### config.mk
export PLATFORM = sky130hd
export DESIGN_NAME = mwc_keystream_xor_decryptor_core
export DESIGN_NICKNAME = d
export VERILOG_FILES = /design/src/rtl/mwcxd_pkg.sv /design/src/rtl/mwc_keystream_xor_decryptor_core.sv
export SDC_FILE = /design/constraint.sdc
export NUM_CORES = 2
export LEC_CHECK = 0
export BUFFER_PORTS_ARGS = -buffer_cell sky130_fd_sc_hd__buf_2
export CAP_MARGIN = 10
export CORE_ASPECT_RATIO = 0.6
export CORE_MARGIN = 2
export CORE_UTILIZATION = 45
export DETAILED_ROUTE_END_ITERATION = 8
export HOLD_SLACK_MARGIN = 0.08
export SYNTH_ARGS = -nofsm -noshare
export SYNTH_HDL_FRONTEND = slang
export SYNTH_SLANG_ARGS = --single-unit
### constraint.sdc
create_clock -name clk_i -period 16.85 [get_ports clk_i]
set_clock_uncertainty 0.15 [all_clocks]
set_input_delay 3.37 -clock clk_i [delete_from_list [all_inputs] [get_ports clk_i]]
set_output_delay 3.37 -clock clk_i [all_outputs]
set_load 0.05 [all_outputs]
### src/rtl/mwcxd_pkg.sv
// ----------------------------------------------------------------------------
// mwcxd_pkg
// shared types and constants of the multiply-with-carry xor decryptor
// ----------------------------------------------------------------------------
`default_nettype none

package mwcxd_pkg;

  localparam int unsigned WordW  = 32;
  localparam int unsigned MultW  = 16;
  localparam int unsigned ByteW  = 8;
  localparam int unsigned CountW = 3;
  localparam int unsigned PrefW  = 9;
  localparam int unsigned CfgIdxW = 2;

  localparam logic [MultW-1:0]  MultARst   = 16'd36969;
  localparam logic [MultW-1:0]  MultBRst   = 16'd18000;
  localparam logic [PrefW-1:0]  PrefixBase = 9'd6;
  localparam logic [CountW-1:0] CountByte  = 3'd1;
  localparam logic [CountW-1:0] CountDword = 3'd4;

  typedef enum logic [CfgIdxW-1:0] {
    CfgSeedA = 2'd0,
    CfgSeedB = 2'd1,
    CfgMultA = 2'd2,
    CfgMultB = 2'd3
  } cfg_idx_e;

endpackage

`default_nettype wire

### src/rtl/mwc_keystream_xor_decryptor_core.sv
// ----------------------------------------------------------------------------
// mwc_keystream_xor_decryptor_core: multiply-with-carry xor stream decryptor
// latency: a result beat is valid the cycle after the byte beat that causes it
// throughput: one byte beat per cycle unless a result is stalled at the output, set by the single result register
// reset: config to defaults, stream state cleared, no result pending
// ----------------------------------------------------------------------------
`default_nettype none

module mwc_keystream_xor_decryptor_core
  import mwcxd_pkg::*;
(
  input  wire logic              clk_i,
  input  wire logic              rst_ni,
  // config write channel
  input  wire logic              cfg_valid_i,
  output logic                   cfg_ready_o,
  input  wire logic [CfgIdxW-1:0] cfg_index_i,
  input  wire logic [WordW-1:0]  cfg_data_i,
  // byte input channel
  input  wire logic              in_valid_i,
  output logic                   in_ready_o,
  input  wire logic [ByteW-1:0]  data_byte_i,
  input  wire logic              last_byte_i,
  // result channel
  output logic                   out_valid_o,
  input  wire logic              out_ready_i,
  output logic [WordW-1:0]       out_data_o,
  output logic [CountW-1:0]      out_count_o,
  output logic                   out_last_o
);

  // config registers
  logic [WordW-1:0] seed_a_q, seed_b_q;
  logic [MultW-1:0] mult_a_q, mult_b_q;

  // stream state
  logic [WordW-1:0] gen_a_q, gen_a_d;
  logic [WordW-1:0] gen_b_q, gen_b_d;
  logic [PrefW-1:0] prefix_q, prefix_d;
  logic [23:0]      bytes_q, bytes_d;
  logic [1:0]       fill_q, fill_d;
  logic             loaded_q, loaded_d;

  // result register
  logic             out_valid_q;
  logic [WordW-1:0] out_data_q, out_data_d;
  logic [CountW-1:0] out_count_q, out_count_d;
  logic             out_last_q;
  logic             res_valid_d;

  // working values, seeds take over when a new stream starts
  logic [WordW-1:0] gen_a_eff, gen_b_eff;
  logic [PrefW-1:0] prefix_eff;
  logic [23:0]      bytes_eff;
  logic [1:0]       fill_eff;
  logic [WordW-1:0] prod_a, prod_b, next_a, next_b, mask, dword;

  logic in_fire;

  assign cfg_ready_o = 1'b1;
  // the result register frees up in the same cycle it is drained
  assign in_ready_o  = !out_valid_q || out_ready_i;
  assign in_fire     = in_valid_i && in_ready_o;

  assign gen_a_eff  = loaded_q ? gen_a_q  : seed_a_q;
  assign gen_b_eff  = loaded_q ? gen_b_q  : seed_b_q;
  assign prefix_eff = loaded_q ? prefix_q : ({1'b0, seed_b_q[7:0]} + PrefixBase);
  assign bytes_eff  = loaded_q ? bytes_q  : 24'h0;
  assign fill_eff   = loaded_q ? fill_q   : 2'd0;

  // two independent 16x16 multiply-with-carry steps
  assign prod_a = {16'h0, gen_a_eff[15:0]} * {16'h0, mult_a_q};
  assign prod_b = {16'h0, gen_b_eff[15:0]} * {16'h0, mult_b_q};
  assign next_a = prod_a + {16'h0, gen_a_eff[31:16]};
  assign next_b = prod_b + {16'h0, gen_b_eff[31:16]};
  // (a << 16) + (b & 0xffff) never carries across the halves
  assign mask   = {next_a[15:0], next_b[15:0]};
  assign dword  = {data_byte_i, bytes_eff};

  always_comb begin
    gen_a_d     = gen_a_eff;
    gen_b_d     = gen_b_eff;
    prefix_d    = prefix_eff;
    bytes_d     = bytes_eff;
    fill_d      = fill_eff;
    loaded_d    = 1'b1;
    res_valid_d = 1'b0;
    out_data_d  = '0;
    out_count_d = CountDword;

    if (prefix_eff != '0) begin
      // plain prefix byte
      prefix_d    = prefix_eff - 9'd1;
      res_valid_d = 1'b1;
      out_data_d  = {24'h0, data_byte_i};
      out_count_d = CountByte;
    end else if (fill_eff == 2'd3) begin
      // group complete, step both generators
      gen_a_d     = next_a;
      gen_b_d     = next_b;
      res_valid_d = 1'b1;
      out_data_d  = dword ^ mask;
      bytes_d     = '0;
      fill_d      = 2'd0;
    end else if (last_byte_i) begin
      // short tail gives a zero dword, generators hold
      res_valid_d = 1'b1;
    end else begin
      // gather one more byte little-endian
      case (fill_eff)
        2'd0:    bytes_d = {bytes_eff[23:8], data_byte_i};
        2'd1:    bytes_d = {bytes_eff[23:16], data_byte_i, bytes_eff[7:0]};
        default: bytes_d = {data_byte_i, bytes_eff[15:0]};
      endcase
      fill_d = fill_eff + 2'd1;
    end

    // end of stream clears everything but the generator words
    if (last_byte_i) begin
      loaded_d = 1'b0;
      prefix_d = '0;
      bytes_d  = '0;
      fill_d   = 2'd0;
    end
  end

  // config writes
  always_ff @(posedge clk_i or negedge rst_ni) begin
    if (!rst_ni) begin
      seed_a_q <= '0;
      seed_b_q <= '0;
      mult_a_q <= MultARst;
      mult_b_q <= MultBRst;
    end else if (cfg_valid_i && cfg_ready_o) begin
      unique case (cfg_idx_e'(cfg_index_i))
        CfgSeedA: seed_a_q <= cfg_data_i;
        CfgSeedB: seed_b_q <= cfg_data_i;
        CfgMultA: mult_a_q <= cfg_data_i[MultW-1:0];
        CfgMultB: mult_b_q <= cfg_data_i[MultW-1:0];
        default:  ;
      endcase
    end
  end

  // stream state and result handshake
  always_ff @(posedge clk_i or negedge rst_ni) begin
    if (!rst_ni) begin
      gen_a_q     <= '0;
      gen_b_q     <= '0;
      prefix_q    <= '0;
      bytes_q     <= '0;
      fill_q      <= 2'd0;
      loaded_q    <= 1'b0;
      out_valid_q <= 1'b0;
    end else if (in_fire) begin
      gen_a_q     <= gen_a_d;
      gen_b_q     <= gen_b_d;
      prefix_q    <= prefix_d;
      bytes_q     <= bytes_d;
      fill_q      <= fill_d;
      loaded_q    <= loaded_d;
      out_valid_q <= res_valid_d;
    end else if (out_ready_i) begin
      out_valid_q <= 1'b0;
    end
  end

  // result payload, no reset needed
  always_ff @(posedge clk_i) begin
    if (in_fire && res_valid_d) begin
      out_data_q  <= out_data_d;
      out_count_q <= out_count_d;
      out_last_q  <= last_byte_i;
    end
  end

  assign out_valid_o = out_valid_q;
  assign out_data_o  = out_data_q;
  assign out_count_o = out_count_q;
  assign out_last_o  = out_last_q;

endmodule

`default_nettype wire

==> impl_metrics.toml <==
[timing]
max_freq_mhz = 117.3
maxSlewViolCount = 0
fin_crit_ps = 8526
hold_viol_final = 0
setup_ws_ps = 8324
rsz0062_at_grt = "no"
tightest_slew_ps = 1119
setup_viol = 0
fin_crit_sh_pct = 50.60
tns_ps = 0
maxSlewHeadroom_pct = 25.41

[layout]
layout-drive-gt1-share_pct = 9.871
fillers = 5900
regArea_um2 = 5998
fin_nets = 3686
multi_input_area_um2 = 19930
areaGrowthSynthToFinish_pct = 6.644
design_area_um2 = 30410

[drt]
antenna_left = 0
drt_pass1_iterations = 5
avgRoutedWirePerCell_um = 20.63
viasPerCell = 5.393
drtIter0Drc = 1795
routed_wl_um = 79690
drc_errors = 0
via_count = 20840

[synthesis]
synth_edf_count = 35
synth_xor_area_share_pct = 2.918
syn_area_um2 = 28510
yosysUniqueCellTypes = 69
async_flop_share_pct = 84.91
ys.flop_type = "dfrtp_1"
avgSynthCellArea_um2 = 9.464
synth_top_family_by_area = "adder cells"
syn_inst = 3013
synth-simple-area-share_pct = 14.13
synth_mux_area_share_pct = 6.235
ys_seq_area_share_pct = 21.02
synth_compound_area_share_pct = 7.473
ys_ff_latch = 232
synth_fa_ha_area_share_pct = 39.01
syn_nets = 3698
yosys_warnings = 0

[setup_path]
r2r_cells = 24
end_kind = "flip-flop"
startpoint_type = "flip-flop"
critPathRequiredTime_ps = 17110
arrival_ps = 8790
critPathMaxFanout = 64
r2r-end = "gen_b_q[31]"
reg2reg_from = "loaded_q"
rrSetupSlack_ps = 8320
critical_path_class = "flip-flop to flip-flop"

[placed_design]
gp_congestion = 0.9425
dp_hpwl_um = 63210
port-buffer-count = 84
pre_cts_ws_ps = 8446
placed_area_um2 = 29570

[floorplan]
fp.dieArea_um2 = 65460
io_pins = 87
fp.dieH_um = 199.0
num_rows = 71
core_um2 = 62630
die_w_um = 329.0
start_util_pct = 45.53

[min_path]
hp-class = "flip-flop to flip-flop"
hold_depth = 2
holdPathEnd = "gen_a_q[15]"
hold_start = "gen_a_q[15]"

[global_route]
grt-ovfl-total = 0
antenna_found_initial = 6
grt_pass1_wl_um = 126800
grt_pass1_vias = 21440
grtUsageTotal_pct = 25.16
grt_max_degree = 84

[clock_network]
cts_hold_buf = 0
numCtsBuffers = 24
cts_setup_buffers = 0
cts.sinks = 232
ctsResizeCount = 0
cts-root-buf = "clkbuf_16"
htreeDepth = 1
ctsLongestPathBuffers = 3
cts_tree = "done"
insertion_delay_ps = 540
clk_pin_slew_ps = 70

[run_status]
outcome = "completed"

[job]
cap_violations = 0
-- stage by stage --
| stage | utilization [%] | hold slack, ps | std cells |
|---|---|---|---|
| floorplan | - | 292.9 | 3013 |
| global placement | 47.22 | 305.0 | 3814 |
| detailed placement | 47.22 | 314.7 | 3814 |
| CTS | 48.53 | 330.1 | 3858 |
| global route | 48.54 | 343.0 | 3859 |
| finish | 48.55 | 332.2 | 3863 |
-- logic make-up after synthesis --
| kind of cell | after synthesis |
|---|---|
| AO/OA/AOI/OAI | 333 |
| buffers and inverters | 686 |
| AND/OR/NAND/NOR | 868 |
| flip-flops | 232 |
| other | 2 |
| XOR/XNOR | 95 |
| multiplexers | 160 |
| adder cells (fa/ha/maj) | 637 |
-- layer usage --
metal  global-route usage [%]  vias to the layer above  share of wire [%]  routed length [µm]
li1                         -                     9349                  -                   -
met1                    40.59                    10690                 51               40660
met2                    35.25                      723                 40               31790
met3                    4.876                       69                7.9                6317
met4                    3.061                        4                1.1                 889
met5                        0                        -              0.033                  26
-- placed cells by master, fill, tap and decap left out, types with 28 or more instances in the layout --
master and n:
and2_1 225, edfxtp_1 35, ha_1 217, o21ai_0 75, nand2_1 444, inv_1 550, mux2i_1 28, nor2_1 117
mux2_2 131, a21o_1 28, a21oi_1 83, fa_1 420, buf_2 83, dfrtp_1 185, xnor2_1 63, xor2_1 32
-- critical path: stages (launching register included) --
cell       delay (ps)
dfrtp_4           940
buf_4             740
mux2_2            570
and2_1            240
fa_1              530
inv_1              50
fa_1              470
fa_1              520
inv_1              60
fa_1              440
fa_1              520
inv_1              60
fa_1              470
inv_1              40
ha_1              340
a21o_1            190
a21oi_1           150
o21ai_0           180
o22a_1            240
a2111oi_1         580
o31ai_1           200
a21oi_1           210
xnor2_1           140
nand2_1            70
a22o_1            200
-- cells in the mapped netlist (3+ instances only) --
| cell | number | share of area [%] |
|---|---|---|
| nor2_1 | 118 | 1.6 |
| o21bai_1 | 11 | 0.29 |
| a22o_1 | 26 | 0.80 |
| a211oi_1 | 3 | 0.079 |
| a21oi_1 | 83 | 1.5 |
| and2_1 | 226 | 5.0 |
| o21ai_0 | 75 | 1.3 |
| o21a_1 | 6 | 0.16 |
| fa_1 | 420 | 29 |
| o211ai_1 | 10 | 0.26 |
| o31ai_1 | 21 | 0.55 |
| dfstp_2 | 11 | 1.0 |
| nand4_1 | 7 | 0.15 |
| and3_1 | 10 | 0.22 |
| nor2b_1 | 3 | 0.066 |
| xnor2_1 | 63 | 1.9 |
| inv_1 | 550 | 7.2 |
| clkbuf_1 | 104 | 1.4 |
| nand2_1 | 445 | 5.9 |
| nand2b_1 | 10 | 0.22 |
| o21ai_1 | 16 | 0.28 |
| buf_1 | 8 | 0.11 |
| a21o_1 | 28 | 0.74 |
| buf_2 | 18 | 0.32 |
| nand3b_1 | 4 | 0.11 |
| a21oi_2 | 3 | 0.092 |
| dfrtp_1 | 186 | 16 |
| a31oi_1 | 25 | 0.55 |
| nor3_1 | 14 | 0.25 |
| mux2_2 | 131 | 5.2 |
| a32o_1 | 3 | 0.11 |
| ha_1 | 217 | 9.5 |
| buf_4 | 4 | 0.11 |
| xor2_1 | 32 | 0.98 |
| mux2i_1 | 28 | 0.98 |
| nand3_1 | 18 | 0.32 |
| edfxtp_1 | 35 | 3.7 |
-- layout make-up --
type	instances	area share, %
clock inverters	10	0.4403
multi-input cells	2095	65.54
clock buffers	34	2.267
flip-flops and latches	232	19.73
diodes	5	0.04115
inverters	551	6.802
repair buffers	97	1.732
well taps	839	3.452
-- state kept, by name, indices dropped and copies added, names as in the netlist --
register,count
gen_b_q,32
mult_b_q,16
seed_a_q,32
out_last_o,1
prefix_q,9
seed_b_q,32
mult_a_q,16
loaded_q,1
gen_a_q,32
out_count_o,2
out_data_o,32
out_valid_o,1
bytes_q,24
fill_q,2
-- worst max path at each step --
| stage | start | to | depth (start not counted) |
|---|---|---|---|
| after floorplan | loaded_q | gen_b_q[31] | 28 |
| after global placement | loaded_q | gen_b_q[31] | 23 |
| after detailed placement | loaded_q | gen_b_q[31] | 23 |
| after CTS | loaded_q | gen_b_q[31] | 23 |
| after global routing | loaded_q | gen_b_q[31] | 24 |
| final | loaded_q | gen_b_q[31] | 24 |
Power is not shown: default switching activity piles up to over one toggle a cycle in this logic, so the estimate is an artifact.
